<file path="src/rtl/core/mtfs_pkg.sv">
// Shared types and codes for the move-to-front identifier stack.
package mtfs_pkg;

   localparam int OPCODE_W = 2;
   localparam int ID_W     = 16;
   localparam int STATUS_W = 2;

   typedef logic [OPCODE_W-1:0] opcode_type;
   typedef logic [STATUS_W-1:0] status_type;

   localparam opcode_type OP_OPEN   = 2'd0;
   localparam opcode_type OP_CLOSE  = 2'd1;
   localparam opcode_type OP_SWITCH = 2'd2;

   localparam status_type ST_OK        = 2'd0;
   localparam status_type ST_NOT_FOUND = 2'd1;
   localparam status_type ST_EMPTY     = 2'd2;
   localparam status_type ST_FULL      = 2'd3;

   // Controller's datapath commands; one phase per cycle unless held.
   typedef struct packed {
      logic load;
      logic compare;
      logic select;
      logic update;
   } dp_cmd_type;

endpackage

</file>
<file path="src/rtl/core/mtfs_ctrl.sv">
// Controller state machine: sequences load, compare, select and update phases.
module mtfs_ctrl
   import mtfs_pkg::*;
(
   input  logic       clock,
   input  logic       reset,
   input  logic       req_tvalid,
   output logic       req_tready,
   output logic       rsp_tvalid,
   input  logic       rsp_tready,
   output dp_cmd_type cmd
);

   typedef enum logic [1:0] {
      S_IDLE,
      S_COMPARE,
      S_SELECT,
      S_UPDATE
   } state_type;

   state_type state_ff, state_in;
   logic      rsp_valid_ff, rsp_valid_in;
   logic      slot_free;

   assign slot_free  = !rsp_valid_ff || rsp_tready;
   assign req_tready = (state_ff == S_IDLE);
   assign rsp_tvalid = rsp_valid_ff;

   always_comb begin
      state_in     = state_ff;
      cmd          = '0;
      rsp_valid_in = rsp_valid_ff && !rsp_tready;
      case (state_ff)
         S_IDLE: begin
            if (req_tvalid) begin
               cmd.load = 1'b1;
               state_in = S_COMPARE;
            end
         end
         S_COMPARE: begin
            cmd.compare = 1'b1;
            state_in    = S_SELECT;
         end
         S_SELECT: begin
            cmd.select = 1'b1;
            state_in   = S_UPDATE;
         end
         S_UPDATE: begin
            // hold until the output word is free
            if (slot_free) begin
               cmd.update   = 1'b1;
               rsp_valid_in = 1'b1;
               state_in     = S_IDLE;
            end
         end
         default: begin
            state_in = S_IDLE;
         end
      endcase
   end

   always_ff @(posedge clock) begin
      if (reset) begin
         state_ff     <= S_IDLE;
         rsp_valid_ff <= 1'b0;
      end else begin
         state_ff     <= state_in;
         rsp_valid_ff <= rsp_valid_in;
      end
   end

`ifndef SYNTHESIS
   a_update_slot_free: assert property (@(posedge clock) disable iff (reset)
      cmd.update |-> (!rsp_valid_ff || rsp_tready))
      else $error("update issued while output word still pending");

   a_one_in_flight: assert property (@(posedge clock) disable iff (reset)
      (req_tvalid && req_tready) |=> !req_tready)
      else $error("second word accepted while one is in flight");
`endif

endmodule

</file>
<file path="src/rtl/core/mtfs_datapath.sv">
// Datapath: entry stack, parallel match, first-match select and shift update.
module mtfs_datapath
   import mtfs_pkg::*;
#(
   parameter int MAX_ENTRIES = 16,
   parameter int ID_BITS     = 16
) (
   input  logic             clock,
   input  logic             reset,
   input  dp_cmd_type       cmd,
   input  opcode_type       req_opcode,
   input  logic [ID_W-1:0]  req_window_id,
   output status_type       rsp_status,
   output logic [ID_W-1:0]  rsp_echo_id,
   output logic             rsp_top_valid,
   output logic [ID_W-1:0]  rsp_top_id
);

   localparam int EW    = (ID_BITS < ID_W) ? ID_BITS : ID_W;
   localparam int OCC_W = $clog2(MAX_ENTRIES + 1);

   logic [EW-1:0]          entries_ff [MAX_ENTRIES];
   logic [EW-1:0]          entries_in [MAX_ENTRIES];
   logic [EW-1:0]          shift_dn   [MAX_ENTRIES];
   logic [EW-1:0]          shift_up   [MAX_ENTRIES];
   logic [OCC_W-1:0]       occ_ff, occ_in;
   opcode_type             op_ff;
   logic [EW-1:0]          id_ff;
   logic [MAX_ENTRIES-1:0] match_ff, match_in;
   logic [MAX_ENTRIES-1:0] onehot_ff;
   logic [MAX_ENTRIES-1:0] above;
   logic                   found;
   status_type             status_nx;

   status_type             status_ff;
   logic [ID_W-1:0]        echo_ff;
   logic                   top_valid_ff;
   logic [ID_W-1:0]        top_id_ff;

   assign rsp_status    = status_ff;
   assign rsp_echo_id   = echo_ff;
   assign rsp_top_valid = top_valid_ff;
   assign rsp_top_id    = top_id_ff;

   always_comb begin
      for (int i = 0; i < MAX_ENTRIES; i++) begin
         match_in[i] = (entries_ff[i] == id_ff) && (occ_ff > OCC_W'(i));
      end
   end

   // push-down and pull-up views of the stack
   always_comb begin
      shift_dn[0] = id_ff;
      for (int i = 1; i < MAX_ENTRIES; i++) begin
         shift_dn[i] = entries_ff[i-1];
      end
      shift_up[MAX_ENTRIES-1] = entries_ff[MAX_ENTRIES-1];
      for (int i = 0; i < MAX_ENTRIES - 1; i++) begin
         shift_up[i] = entries_ff[i+1];
      end
   end

   always_comb begin
      entries_in = entries_ff;
      occ_in     = occ_ff;
      status_nx  = ST_OK;
      // bits for entries nearer the top than the first match
      above      = onehot_ff - MAX_ENTRIES'(1);
      found      = |onehot_ff;
      if (cmd.update) begin
         case (op_ff)
            OP_OPEN: begin
               if (occ_ff == OCC_W'(MAX_ENTRIES)) begin
                  status_nx = ST_FULL;
               end else begin
                  entries_in = shift_dn;
                  occ_in     = occ_ff + OCC_W'(1);
               end
            end
            OP_CLOSE, OP_SWITCH: begin
               if (occ_ff == '0) begin
                  status_nx = ST_EMPTY;
               end else if (!found) begin
                  status_nx = ST_NOT_FOUND;
               end else if (op_ff == OP_CLOSE) begin
                  for (int i = 0; i < MAX_ENTRIES; i++) begin
                     if (!above[i]) entries_in[i] = shift_up[i];
                  end
                  occ_in = occ_ff - OCC_W'(1);
               end else begin
                  for (int i = 0; i < MAX_ENTRIES; i++) begin
                     if (above[i] || onehot_ff[i]) entries_in[i] = shift_dn[i];
                  end
               end
            end
            default: begin
               status_nx = ST_NOT_FOUND;
            end
         endcase
      end
   end

   always_ff @(posedge clock) begin
      if (reset) begin
         occ_ff <= '0;
      end else begin
         occ_ff <= occ_in;
      end
   end

   always_ff @(posedge clock) begin
      entries_ff <= entries_in;
      if (cmd.load) begin
         op_ff <= req_opcode;
         id_ff <= req_window_id[EW-1:0];
      end
      if (cmd.compare) begin
         match_ff <= match_in;
      end
      if (cmd.select) begin
         // isolate the match nearest the top
         onehot_ff <= match_ff & (~match_ff + MAX_ENTRIES'(1));
      end
      if (cmd.update) begin
         status_ff    <= status_nx;
         echo_ff      <= (status_nx == ST_OK) ? ID_W'(id_ff) : '0;
         top_valid_ff <= (occ_in != '0);
         top_id_ff    <= (occ_in != '0) ? ID_W'(entries_in[0]) : '0;
      end
   end

`ifndef SYNTHESIS
   a_occ_bound: assert property (@(posedge clock) disable iff (reset)
      occ_ff <= OCC_W'(MAX_ENTRIES))
      else $error("occupancy above capacity");

   a_select_onehot: assert property (@(posedge clock) disable iff (reset)
      cmd.select |=> $onehot0(onehot_ff))
      else $error("first-match select not one-hot");

   a_occ_hold: assert property (@(posedge clock) disable iff (reset)
      !cmd.update |=> $stable(occ_ff))
      else $error("occupancy changed outside update phase");
`endif

endmodule

</file>
<file path="src/rtl/core/move_to_front_id_stack_top.sv">
// Flow: an accepted word is loaded, and its result is registered in the update phase.
// A new word is taken only in the idle state, so one word at a time passes the compare, first-match
// select and shift update phases of the controller.
// Stalls: the update phase holds while the previous result still waits on the output.
// Reset: synchronous, active high; clears occupancy and handshake state, while
// stack entries stay undefined until pushed and are never read before that.
module move_to_front_id_stack_top
   import mtfs_pkg::*;
#(
   parameter int MAX_ENTRIES = 16,
   parameter int ID_BITS     = 16
) (
   input  logic        clock,
   input  logic        reset,
   input  logic        req_tvalid,
   output logic        req_tready,
   input  logic [15:0] req_tdata,   // window_id[15:0]
   input  logic [1:0]  req_tuser,   // opcode[1:0]
   output logic        rsp_tvalid,
   input  logic        rsp_tready,
   output logic [39:0] rsp_tdata,   // echo_id[15:0], top_valid[16], top_id[32:17], zero[39:33]
   output logic [1:0]  rsp_tuser    // status[1:0]
);

   dp_cmd_type      cmd;
   status_type      status;
   logic [ID_W-1:0] echo_id;
   logic            top_valid;
   logic [ID_W-1:0] top_id;

   mtfs_ctrl u_ctrl (
      .clock      (clock),
      .reset      (reset),
      .req_tvalid (req_tvalid),
      .req_tready (req_tready),
      .rsp_tvalid (rsp_tvalid),
      .rsp_tready (rsp_tready),
      .cmd        (cmd)
   );

   mtfs_datapath #(
      .MAX_ENTRIES (MAX_ENTRIES),
      .ID_BITS     (ID_BITS)
   ) u_datapath (
      .clock         (clock),
      .reset         (reset),
      .cmd           (cmd),
      .req_opcode    (req_tuser),
      .req_window_id (req_tdata),
      .rsp_status    (status),
      .rsp_echo_id   (echo_id),
      .rsp_top_valid (top_valid),
      .rsp_top_id    (top_id)
   );

   assign rsp_tuser = status;
   assign rsp_tdata = {7'd0, top_id, top_valid, echo_id};

endmodule

</file>
<file path="config.mk">
export PLATFORM = sky130hd
export DESIGN_NAME = move_to_front_id_stack_top
export DESIGN_NICKNAME = d
export VERILOG_FILES = /design/src/rtl/core/mtfs_pkg.sv /design/src/rtl/core/mtfs_ctrl.sv /design/src/rtl/core/mtfs_datapath.sv /design/src/rtl/core/move_to_front_id_stack_top.sv
export SDC_FILE = /design/constraint.sdc
export NUM_CORES = 1
export LEC_CHECK = 0
export BUFFER_PORTS_ARGS = -buffer_cell sky130_fd_sc_hd__buf_4
export CAP_MARGIN = 20
export CORE_UTILIZATION = 51
export CTS_CLUSTER_SIZE = 25
export DETAILED_ROUTE_END_ITERATION = 8
export PLACE_DENSITY = 0.75
export SYNTH_ARGS = -nofsm -noshare
export SYNTH_HDL_FRONTEND = slang
export SYNTH_SLANG_ARGS = --single-unit
export TNS_END_PERCENT = 100
</file>
<file path="constraint.sdc">
create_clock -name clock -period 6.8 [get_ports clock]
set_input_delay 0.34 -clock clock [delete_from_list [all_inputs] [get_ports clock]]
set_output_delay 0.34 -clock clock [all_outputs]
set_load 0.01 [all_outputs]
</file>
== Yosys cells after proc, flatten, opt, wreduce, memory -nomap -nowiden ==
Cells that the tools add are included.
Cells by class
  reduce and logical (&&, ||, !) cells: 60
  $lt $le $gt $ge: 16
  eq/ne operators: 57
  mux-type cells: 59
  add/sub/neg operators: 4
  bitwise logic cells: 2
Operators with widths (count)
  2-to-1 mux 256 bit: 5
  one-hot mux 256 bit (2 select lines): 1
  2-to-1 mux 16 bit: 31
  == test 16 bit: 16
  AND reduction 7 bit: 15
  != test 3 x 1 -> 1 bit (second input constant): 14
  != test 3 bit (second input constant): 14
  > comparator 5 x 4 -> 1 bit (second input constant): 8
  2-to-1 mux 5 bit: 5
  > comparator 5 x 3 -> 1 bit (second input constant): 4
  logical AND 1 bit: 17
  logical OR 1 bit: 17
  adder 16 x 1 -> 16 bit (second input constant): 1
  bitwise AND 16 bit: 1
  inverter 16 bit: 1
  OR reduction 16 bit: 1
  subtractor 16 x 1 -> 16 bit (second input constant): 1
  > comparator 5 x 1 -> 1 bit (second input constant): 2
  > comparator 5 x 2 -> 1 bit (second input constant): 2
  2-to-1 mux 2 bit: 5
  one-hot mux 5 bit (2 select lines): 1
  2-to-1 mux 1 bit: 9
  != test 2 bit (second input constant): 4
  one-hot mux 2 bit (4 select lines): 1
  14 further kinds: 22
Word-level totals
  word-level logic and storage cells: 225
  bits in registers: 349
  input bits: 22
  output and inout port bits: 44

== Depth between registers and ports, before layout ==
  depth after elaboration: 8
  gate-level depth with buffers: 11
  depth with buffers taken out: 9

== Modules after synthesis ==
Synthesis repeated with hierarchy kept, for this count alone.
Unflattened totals
  cells, all modules: 1387
  area, all modules: 18077.3 sq um
By module, submodules not included
  mtfs_datapath: cells each 1356, seq. area each 10179.8 sq um, area each 17807.1 sq um, instances 1
  mtfs_ctrl: cells each 22, seq. area each 60.1 sq um, area each 206.4 sq um, instances 1
  move_to_front_id_stack_top: cells each 9, seq. area each 0.0 sq um, area each 63.8 sq um, instances 1

== Worst setup path before layout ==
Ideal clock, no wire load.
  path type: flip-flop to flip-flop
  start point: register u_datapath.onehot_ff[0]
  end point: register u_datapath.entries_ff[100] (netlist name), enable pin
  arrival: 3.437 ns
  data required time: 6.383 ns
  slack: 2.946 ns
  buffers on the path: 3
  cell stages (with the launch flop): 12
  clock period less this slack: 3.854 ns
  setup time: 0.417 ns
  cells stage by stage: edfxtp_1 > clkbuf_1 > inv_1 > ha_1 > or3b_2 > or4_1 > buf_2 > nand3_1 > o21ai_0 > nand3_1 > clkbuf_1 > a221oi_1
Between the ends
  cells in the longest elaborated chain, start to end: 4
  elaborated cells on any way between the ends: 7
  those cells by class: add/sub (1); eq/ne (3); reduce/logical (3)
Ends and longest elaborated chain
  from (decl): RTL line mtfs_datapath.sv:30  | logic [MAX_ENTRIES-1:0] onehot_ff;
  from (signal assigned): RTL line mtfs_datapath.sv:122  | onehot_ff <= match_ff & (~match_ff + MAX_ENTRIES'(1));
  subtractor 16 x 1 -> 16 bit: RTL line mtfs_datapath.sv:68  | above = onehot_ff - MAX_ENTRIES'(1);
  logical OR 1 bit: RTL line mtfs_datapath.sv:92  | if (above[i] || onehot_ff[i]) entries_in[i] = shift_dn[i];
  != test 3 x 1 -> 1 bit (no line)
  AND reduction 7 bit (no line) (*)
  to (signal assigned): RTL line mtfs_datapath.sv:112  | entries_ff <= entries_in;
  to (decl): RTL line mtfs_datapath.sv:22  | logic [EW-1:0] entries_ff [MAX_ENTRIES];
Mark *: on every way between the ends. The rest lies on a longest branch, timed or not.
A chain may end at the register's enable or synchronous reset.

==> impl_metrics.toml <==
[layout]
fill_cells = 2656
area_growth_syn_to_layout_pct = 13.8
drive_above_1_share = 0.128
layout.nets = 1484
utilization = 0.596
fin_cells = 1910
n_antenna_cell = 0
finalInstanceArea_um2 = 20200

[synth]
ys_types = 64
ys_warn_count = 0
post_synth_instance_area_um2 = 17700
synth_top_cell_area_share = 0.550
yosys.area.top_type = "edfxtp_1"
yosys-top-cells-area = "edfxtp_1, a22o_1, xor2_1"
synth-edff-count = 325
avgSynthCellArea_um2 = 12.9
synth_common_cells = "edfxtp_1, a22o_1, xor2_1"
synth.most_common_cell = "edfxtp_1"
synthFlopType = "edfxtp_1"
ys_ff_latch = 349
yosysSeqAreaShare = 0.577
syn_inst = 1381
async_flop_share = 0

[critical_path]
r2r_start = "u_datapath.onehot_ff[0]"
crit_fanout = 76
cp-startpoint = "u_datapath.onehot_ff[0]"
cp-start-kind = "register"
max_stage_delay_ns = 0.69
crit_slowest_cell = "or4_1"
cpMostUsedCell = "buf_4"
cp.arrival_ns = 4.24
required_ns = 7.07
path_class = "register to register"
crit_chain = "inv_1 -> ha_1 -> or3b_2 -> or4_1 -> nand3_1 -> nor2_4 -> buf_4 -> buf_4 -> a22o_1"
critPathBufInv = 3
endpoint_kind = "register"
critPathTopFamily = "simple AND/OR/NAND/NOR gates"

[power_and_ir_drop]
power_density_nw_per_um2 = 316
ir_worst_vdd_uv = 244
power_leakage_nw = 7.23

[global_route]
grt_pass1_vias = 11700
antenna_found_initial = 0
grt_pass1_wl_mm = 70.3
overflow = 0
grt_max_degree = 240
track_usage = 0.260

[min_path]
hp-class = "input pin to register"
worstHoldStart = "reset"

[placed_design]
dpl.cell_count = 1822
io_buffers = 58
dp.final_hpwl_mm = 31.6
place_congestion = 0.914
dpl-instance-area_um2 = 18700

[floorplanning]
die-area_um2 = 35600
die_h_um = 189
ioPinCount = 66
dieWidth_um = 189
coreArea_um2 = 33900
rows = 67
initial_core_util = 0.524

[route]
avgViaCountPerCell = 6.42
routed_wl_mm = 46.5
wl_per_cell_um = 24.4
first_pass_iters = 6
ant_nets = 0
num_vias = 12300
drt_iter0_drc = 1747
route.detailed.drc = 0

[run_status]
status = "finished, final reports clean"

[clock_network]
post_cts_buffers = 0
h-tree-depth = 2
clk_path_buf_depth = 3
cts_tree = "done"
clock_latency_ns = 0.53
numCtsBuffers = 37
cts.sinks = 349
clock-root-buffer = "clkbuf_16"
clk_pin_slew_ns = 0.06

[sta]
drv_slew = 0
setup_viol = 0
period_minus_slack_ns = 3.97
rsz0062_at_grt = "no"
finalHoldViolCount = 0
fin_crit_sh = 0.584
tightest_slew_ns = 1.05
skew_ns = 0.0112
fmax_ghz = 0.252
setup_tns_ns = 0
relSlewSlack = 0.297

[run]
max_cap_violations = 0
==> registers in the layout (all words and copies together), names as in the netlist <==
register                  cells
u_datapath.rsp_top_id        16
u_datapath.onehot_ff         16
u_datapath.rsp_top_valid      1
u_ctrl.state_ff               2
u_datapath.entries_ff       256
u_datapath.rsp_status         2
u_datapath.match_ff          16
u_datapath.rsp_echo_id       16
u_datapath.occ_ff             5
u_ctrl.rsp_tvalid             1
u_datapath.op_ff              2
u_datapath.id_ff             16
==> worst paths after layout <==
kind,endpoint,slack [ns],cells past startpoint
setup / recovery,u_datapath.entries_ff[46],2.83,9
hold / removal,u_ctrl.rsp_tvalid,0.04,2
setup reg to reg,u_datapath.entries_ff[46],2.83,9
hold reg to reg,u_datapath.entries_ff[250],0.52,2
==> cell usage in the layout (no fill, tap or decap), types with 8 or more instances in the layout <==
cell type      instances
nor4_1                50
nand3_1               14
nor2_1                36
a221oi_2              10
clkinv_2              10
buf_4                 97
nand4_1               31
xnor2_1               83
clkbuf_16             39
dlygate4sd3_1         18
nand2_1               28
a211oi_1               8
a22o_1               223
inv_1                 43
ha_1                  29
edfxtp_1             325
nor3_1                10
a21oi_1               22
o21ai_0               19
clkbuf_1               8
dfxtp_1               24
and2_1                34
xor2_1               173
==> power by group <==
| part | switching (mW) | internal, mW |
|---|---|---|
| sequential | 0.146 | 2.61 |
| clock | 0.829 | 1.30 |
| combinational | 0.922 | 0.564 |
==> timing repair <==
action,CTS,global route
gates resized for setup,0,0
hold buffers,18,0
endpoints found under the hold margin,18,0
setup endpoints to repair,0,0
==> layout make-up <==
type / count / area [um^2] / area share
clock inverters: 19 / 251 / 0.0125
inverters: 43 / 161 / 0.00799
repair buffers: 118 / 951 / 0.0471
well taps: 448 / 561 / 0.0278
multi-input cells: 884 / 7000 / 0.347
clock buffers: 49 / 1030 / 0.0512
flip-flops and latches: 349 / 10200 / 0.507
==> through the flow <==
step	hold WS (ns)	power [mW]	setup slack [ns]
finish	0.0409	6.38	2.83
global route	0.0480	6.61	2.65
detailed placement	0.504	4.24	2.94
CTS	0.0264	6.37	2.92
global placement	0.493	4.20	3.07
floorplan	0.412	3.78	2.95
==> layer usage <==
metal	wire length (um)	up-vias	share of wire	global-route usage
li1	-	5379	-	-
met1	19700	6082	0.42	0.380
met2	20800	689	0.45	0.393
met3	4560	107	0.098	0.0458
met4	1440	0	0.031	0.0900
met5	0	-	0	0
==> logic make-up (layout without fill, tap and decap cells) <==
| family | Yosys count | in the layout | synth area share |
|---|---|---|---|
| AND/OR/NAND/NOR | 255 | 255 | 0.0840 |
| flip-flops | 349 | 349 | 0.577 |
| multiplexers | 5 | 5 | 0.00282 |
| buffers and inverters | 154 | 229 | 0.0357 |
| XOR/XNOR | 256 | 256 | 0.126 |
| adder cells (fa/ha/maj) | 29 | 29 | 0.0204 |
| other | 1 | 7 | 0.000211 |
| AO/OA/AOI/OAI | 332 | 332 | 0.154 |
==> worst reg2reg max path: stages, from the launching register on <==
cell      delay, ns
edfxtp_1       0.61
inv_1          0.22
ha_1           0.16
or3b_2         0.48
or4_1          0.69
nand3_1        0.25
nor2_4         0.04
buf_4          0.37
buf_4          0.52
a22o_1         0.38
(Power assumes the default switching activity.)
